## config.mk

```make
export PLATFORM = sky130hd
export DESIGN_NAME = sebin_window
export DESIGN_NICKNAME = d
export VERILOG_FILES = /design/src/rtl/core/sebin_pkg.sv /design/src/rtl/core/sebin_window.sv
export SDC_FILE = /design/constraint.sdc
export NUM_CORES = 1
export LEC_CHECK = 0
export CORE_UTILIZATION = 40
export DETAILED_ROUTE_END_ITERATION = 12
export DONT_BUFFER_PORTS = 1
export HOLD_SLACK_MARGIN = 0.06
export PLACE_DENSITY = 0.66
export SETUP_SLACK_MARGIN = 0.05
export SYNTH_ARGS = -nofsm -noshare
export SYNTH_HDL_FRONTEND = slang
export SYNTH_SLANG_ARGS = --single-unit
```

## constraint.sdc

```tcl
create_clock -name clock -period 20.2 [get_ports clock]
set_input_delay 2.02 -clock clock [delete_from_list [all_inputs] [get_ports clock]]
set_output_delay 2.02 -clock clock [all_outputs]
set_load 0.03 [all_outputs]
```

## src/rtl/core/sebin_pkg.sv

```systemverilog
// ----------------------------------------------------------------------------
// sebin_pkg
// Shared widths, register indexes, constants and types of the Sobel edge
// binarizer.
// ----------------------------------------------------------------------------
package sebin_pkg;

   localparam int PIX_W      = 8;
   localparam int FW_W       = 11;
   localparam int FH_W       = 16;
   localparam int THR_W      = 21;
   localparam int CSR_IDX_W  = 2;
   localparam int CSR_DATA_W = 21;

   localparam int MAX_WIDTH_DEFAULT = 1024;
   localparam int MIN_DIM           = 3;

   localparam logic [FW_W-1:0]  FRAME_WIDTH_RESET  = 11'd640;
   localparam logic [FH_W-1:0]  FRAME_HEIGHT_RESET = 16'd480;
   localparam logic [THR_W-1:0] EDGE_THR_RESET     = 21'd65025;

   localparam logic [PIX_W-1:0] LEVEL_EDGE  = 8'd0;
   localparam logic [PIX_W-1:0] LEVEL_WHITE = 8'd255;

   // (r+g+b)/3 as (sum * 683) >> 11, exact for sums up to 765
   localparam int               SUM_W      = 10;
   localparam logic [SUM_W-1:0] GREY_RECIP = 10'd683;
   localparam int               GREY_SHIFT = 11;

   localparam int GRAD_W = 11;   // signed Sobel gradient
   localparam int MAG_W  = 21;   // gx*gx + gy*gy

   typedef enum logic [CSR_IDX_W-1:0] {
      CSR_FRAME_WIDTH  = 2'd0,
      CSR_FRAME_HEIGHT = 2'd1,
      CSR_EDGE_THR     = 2'd2
   } csr_index_type;

   // one new window column: two older rows from the line stores, newest grey
   typedef struct packed {
      logic [PIX_W-1:0] top;
      logic [PIX_W-1:0] mid;
      logic [PIX_W-1:0] bot;
   } sebin_col_type;

endpackage

```

## src/rtl/core/sebin_window.sv

```systemverilog
// ----------------------------------------------------------------------------
// sebin_window
// 3x3 pixel window with Sobel gradients and the squared-magnitude threshold
// test that gives the output level.
// ----------------------------------------------------------------------------
module sebin_window (
   input  logic                        clock,
   input  logic                        reset,
   input  logic                        shift_en,
   input  sebin_pkg::sebin_col_type    col_in,
   input  logic [sebin_pkg::THR_W-1:0] edge_thr,
   input  logic                        interior,
   output logic [sebin_pkg::PIX_W-1:0] level
);

   localparam int PW = sebin_pkg::PIX_W;
   localparam int GW = sebin_pkg::GRAD_W;
   localparam int MW = sebin_pkg::MAG_W;

   // win_ff[row*3+col], row 0 top, col 0 left (oldest)
   logic [PW-1:0]       win_ff [9];
   logic [GW-2:0]       right_sum, left_sum, bot_sum, top_sum;
   logic signed [GW-1:0] gx, gy;
   logic signed [2*GW-1:0] gx_sq, gy_sq;
   logic [MW-1:0]       mag;

   always_ff @(posedge clock) begin
      if (reset) begin
         for (int i = 0; i < 9; i++) begin
            win_ff[i] <= '0;
         end
      end else if (shift_en) begin
         win_ff[0] <= win_ff[1];
         win_ff[1] <= win_ff[2];
         win_ff[2] <= col_in.top;
         win_ff[3] <= win_ff[4];
         win_ff[4] <= win_ff[5];
         win_ff[5] <= col_in.mid;
         win_ff[6] <= win_ff[7];
         win_ff[7] <= win_ff[8];
         win_ff[8] <= col_in.bot;
      end
   end

   always_comb begin
      right_sum = (GW-1)'(win_ff[2]) + {win_ff[5], 1'b0} + (GW-1)'(win_ff[8]);
      left_sum  = (GW-1)'(win_ff[0]) + {win_ff[3], 1'b0} + (GW-1)'(win_ff[6]);
      bot_sum   = (GW-1)'(win_ff[6]) + {win_ff[7], 1'b0} + (GW-1)'(win_ff[8]);
      top_sum   = (GW-1)'(win_ff[0]) + {win_ff[1], 1'b0} + (GW-1)'(win_ff[2]);
      gx        = $signed({1'b0, right_sum}) - $signed({1'b0, left_sum});
      gy        = $signed({1'b0, bot_sum}) - $signed({1'b0, top_sum});
      gx_sq     = gx * gx;
      gy_sq     = gy * gy;
      mag       = gx_sq[MW-1:0] + gy_sq[MW-1:0];
      level     = (interior && (mag >= edge_thr)) ? sebin_pkg::LEVEL_EDGE
                                                  : sebin_pkg::LEVEL_WHITE;
   end

endmodule

```

Yosys cells after proc, flatten, opt, wreduce, memory -nomap -nowiden
Memory sizes are Yosys's and may differ from the RTL's.
Index checks and enable logic that the tools add are counted.
{"block": "totals", "ramBits": 72, "latch_bits": 0, "regBits": 0, "rom_bits": 0, "output_inout_bits": 8, "word_cells": 40, "n_memories": 1}
{"memory": "win_ff", "words": 9, "word_bits": 8, "read_ports": 9, "rd_clocked_by_memory_dff": 0, "wr": 9, "line": "sebin_window.sv:21", "rtl": "logic [PW-1:0] win_ff [9];"}
{"block": "classes", "order_cmp": 1, "multipliers": 2, "n_div": 0, "reduce_logical": 1, "n_addsub": 11, "bitwise_logic": 9, "shift": 0, "mux": 15, "eq_ne": 0}
{"cell": "8-bit 2-to-1 mux", "count": 10}
{"cell": "11-bit by 11-bit multiplier with 21-bit output", "count": 2}
{"cell": "10-bit by 8-bit adder with 10-bit output", "count": 4}
{"cell": "8-bit by 9-bit adder with 10-bit output", "count": 4}
{"cell": "10-bit by 10-bit subtractor with 11-bit output", "count": 2}
{"cell": "21-bit adder", "count": 1}
{"cell": "21-bit >= comparator", "count": 1}
{"cell": "1-bit OR", "count": 9}
{"cell": "1-bit 2-to-1 mux", "count": 5}
{"cell": "1-bit logical AND", "count": 1}

Logic depth before layout (Yosys ltp)
{"block": "depth", "depth_word": 8, "mapped_depth": 46, "ltp_nobuf": 44}

Worst setup path after synthesis
OpenSTA, ideal clock, no wires.
{"block": "synth_timing", "kind": "register to output", "from": "memory win_ff[0][0] (netlist name)", "to": "output port level[1] (netlist name)", "stages_incl_launch_ff": 44, "n_path_buf": 2, "arrival_ns": 10.861, "path_slack_ns": 7.319, "cell_sequence": "edfxtp_1 > inv_1 > fa_1 > fa_1 > inv_1 > fa_1 > inv_1 > ha_1 > inv_1 > fa_1 > nor2b_1 > o21ai_1 > a21boi_1 > o21ai_1 > nand2_1 > xor2_1 > buf_2 > nand2_1 > (+8 left out) > inv_1 > fa_1 > fa_1 > inv_1 > ha_1 > or3_1 > o211ai_1 > nand2b_1 > a21o_1 > a21oi_1 > xnor2_1 > ha_1 > a21o_1 > a21o_1 > a21oi_1 > o211ai_1 > o21ai_0 > buf_4"}
{"item": "start, declared", "line": "sebin_window.sv:21"}
{"item": "end, declared", "line": "sebin_window.sv:13", "rtl": "output logic [sebin_pkg::PIX_W-1:0] level"}

==> metrics.csv <==
metric,value,unit
via count,8444,
largest net degree at the start of global routing,73,
Synth top cells by count,"inv_1 (393), fa_1 (289), ha_1 (117)",
setup repair bufs after CTS,0,
RSZ-0062 raised after global routing,false,
max_cap viols,0,
Final min period,14.30,ns
multi-input logic area,0.009887,mm^2
NumNets Final,1785,
drt drc,0,
Netlist cell types,54,
buffer and inverter count on the worst path,10,
syn_area_per_cell,10.18,um^2
grt met2 use,29.71,%
met1 Track Usage GR,21.42,%
# IOs,57,
die area,0.03500,mm^2
fin crit share,70.77,%
Die Height,187.1,um
most frequent cell after synthesis,inv_1,
HP Class,flip-flop to flip-flop,
share of layout cells above drive strength 1,2.921,%
clock sinks,72,
met3 Usage GRT,2.101,%
fillcell total,3212,
post-route ant nets,0,
critical path data arrival time,12.28,ns
Worst setup SP type,flip-flop,
GRT Residual Overflow,0,
final setup fails,0,
Die Wd,187.1,um
detailed placer's ending HPWL,23390,um
gpl congestion,0.8562,
most frequent cell on the critical path,fa_1,
"Worst Path Class, Setup",flip-flop to output port,
WHS,0.5174,ns
asr flop ratio synth,0,%
f_max,69.95,MHz
CTS HTree Levels,3,
initial detailed-routing violation count,276,
Main synth FF type,edfxtp_1,
initial antenna violation count,0,
"slowest stage delay, CP",0.89,ns
Gate Count Post-Synth,1346,
register area share after synthesis,15.78,%
hold_buf cts,0,
first-pass GRT wire length,46640,um
CTS tree,built,
worst-path maximum fanout,14,
worst-margin pin slew,1.143,ns
final wirelength,27390,um
Rows,67,
via/cell ratio,4.731,
"CTS clk-pin slew, worst paths",0.06,ns
root buffer cell,clkbuf_16,
max FFs per register,72,
drt wl/cell,15.34,um
IO buf count,0,
Top Registers,win_ff (72),
core footprint,0.03362,mm^2
status,completed,
Crit. End Element,output port,
vias in the first global route,9460,
Slew Limit Fails,0,
Reg with most FFs,win_ff,
clock buffer depth,2,
"FF+latch count, synth",72,
Synth Cell Area,0.01370,mm^2
Slowest cell on crit path,xor2_1,
cts repair resizes,0,
area share of the largest cell type after synthesis,42.22,%
Post-Syn Nets,1801,
Post-Route Setup TNS,0,ns
GRT busiest layer,met2,
Clock Latency Late Sink,0.34,ns
P&R area growth vs syn,5.697,%
Synth Warn #,0,
worst path required time,18.18,ns
number of flops mapped to enable cells by yosys,72,
initial cell density of the core,40.77,%
Num CTS Buffers,9,
GRT Util Overall,16.90,%
"CP delay by family, top",adder cells,
Rel. slew slack,23.53,%
ranking of synthesized cells by area,"fa_1 (42%), edfxtp_1 (16%), inv_1 (11%)",
TritonRoute pass-1 iters,5,
Max Clock Skew,0.008249,ns
Yosys top cell by area,fa_1,
FF/Latch Area,0.002162,mm^2
final count of hold timing violations,0,
## cell type report
cell class / count / area share (%)
inverters: 398 / 10.32
well taps: 448 / 3.870
clock buffers: 9 / 1.555
repair buffers: 10 / 0.6046
flip-flops and latches: 72 / 14.93
multi-input cells: 839 / 68.26
clock inverters: 7 / 0.4319
diodes: 2 / 0.03455
## stage by stage
stage | util, % | cell area, um^2 | worst slack (ns) | cells
after floorplan | - | 13700 | 7.319 | 1346
after global placement | 42.22 | 14190 | 6.767 | 1767
after detailed placement | 42.22 | 14190 | 6.285 | 1767
after CTS | 43.08 | 14480 | 5.868 | 1783
after global routing | 43.08 | 14480 | 4.985 | 1783
final | 43.09 | 14490 | 5.904 | 1785
## path summary, 6_finish.rpt
check	from	end	slack (ns)	cells past startpoint
max	win_ff[0][0]	level[5]	5.90	41
min	win_ff[0][36]	win_ff[0][28]	0.52	1
max reg2reg	win_ff[0][21]	win_ff[0][13]	19.32	1
min reg2reg	win_ff[0][36]	win_ff[0][28]	0.52	1
## metal layers
| layer | vias up | wire length, um |
|---|---|---|
| met5 | - | 0 |
| met4 | 0 | 896 |
| met3 | 47 | 1027 |
| met2 | 169 | 14110 |
| met1 | 4276 | 11350 |
| li1 | 3952 | - |
## cell families (layout without fill, tap and decap cells)
family | count (synthesis) | in the layout | synth area share [%]
DFF | 72 | 72 | 15.78
AOI/OAI and AO/OA | 90 | 90 | 4.611
muxes | 1 | 1 | 0.07304
buffers and inverters | 435 | 424 | 12.23
adders and majority gates | 406 | 406 | 52.90
and+or+nand+nor | 294 | 294 | 11.15
xor gates and xnor gates | 48 | 48 | 3.259
other | 0 | 2 | 0
## layout by cell type (no fill, tap or decap), drive strengths merged, types with 3 or more instances in the layout
| cell | count |
|---|---|
| edfxtp | 72 |
| o21a | 11 |
| buf | 10 |
| clkbuf | 9 |
| a21oi | 21 |
| and2 | 99 |
| nand2b | 22 |
| xor2 | 10 |
| nand4 | 5 |
| a31oi | 3 |
| xnor2 | 38 |
| fa | 289 |
| inv | 394 |
| clkinv | 8 |
| nand2 | 65 |
| nor2b | 8 |
| o21ai | 14 |
| or3 | 5 |
| o21bai | 3 |
| nand3 | 13 |
| and3 | 9 |
| nor3 | 11 |
| a21o | 19 |
| o211ai | 5 |
| ha | 117 |
| nor2 | 50 |
Power is left out: the tool's default activity adds up to more than one toggle a clock period on the data nets, which glitch-free logic cannot reach.
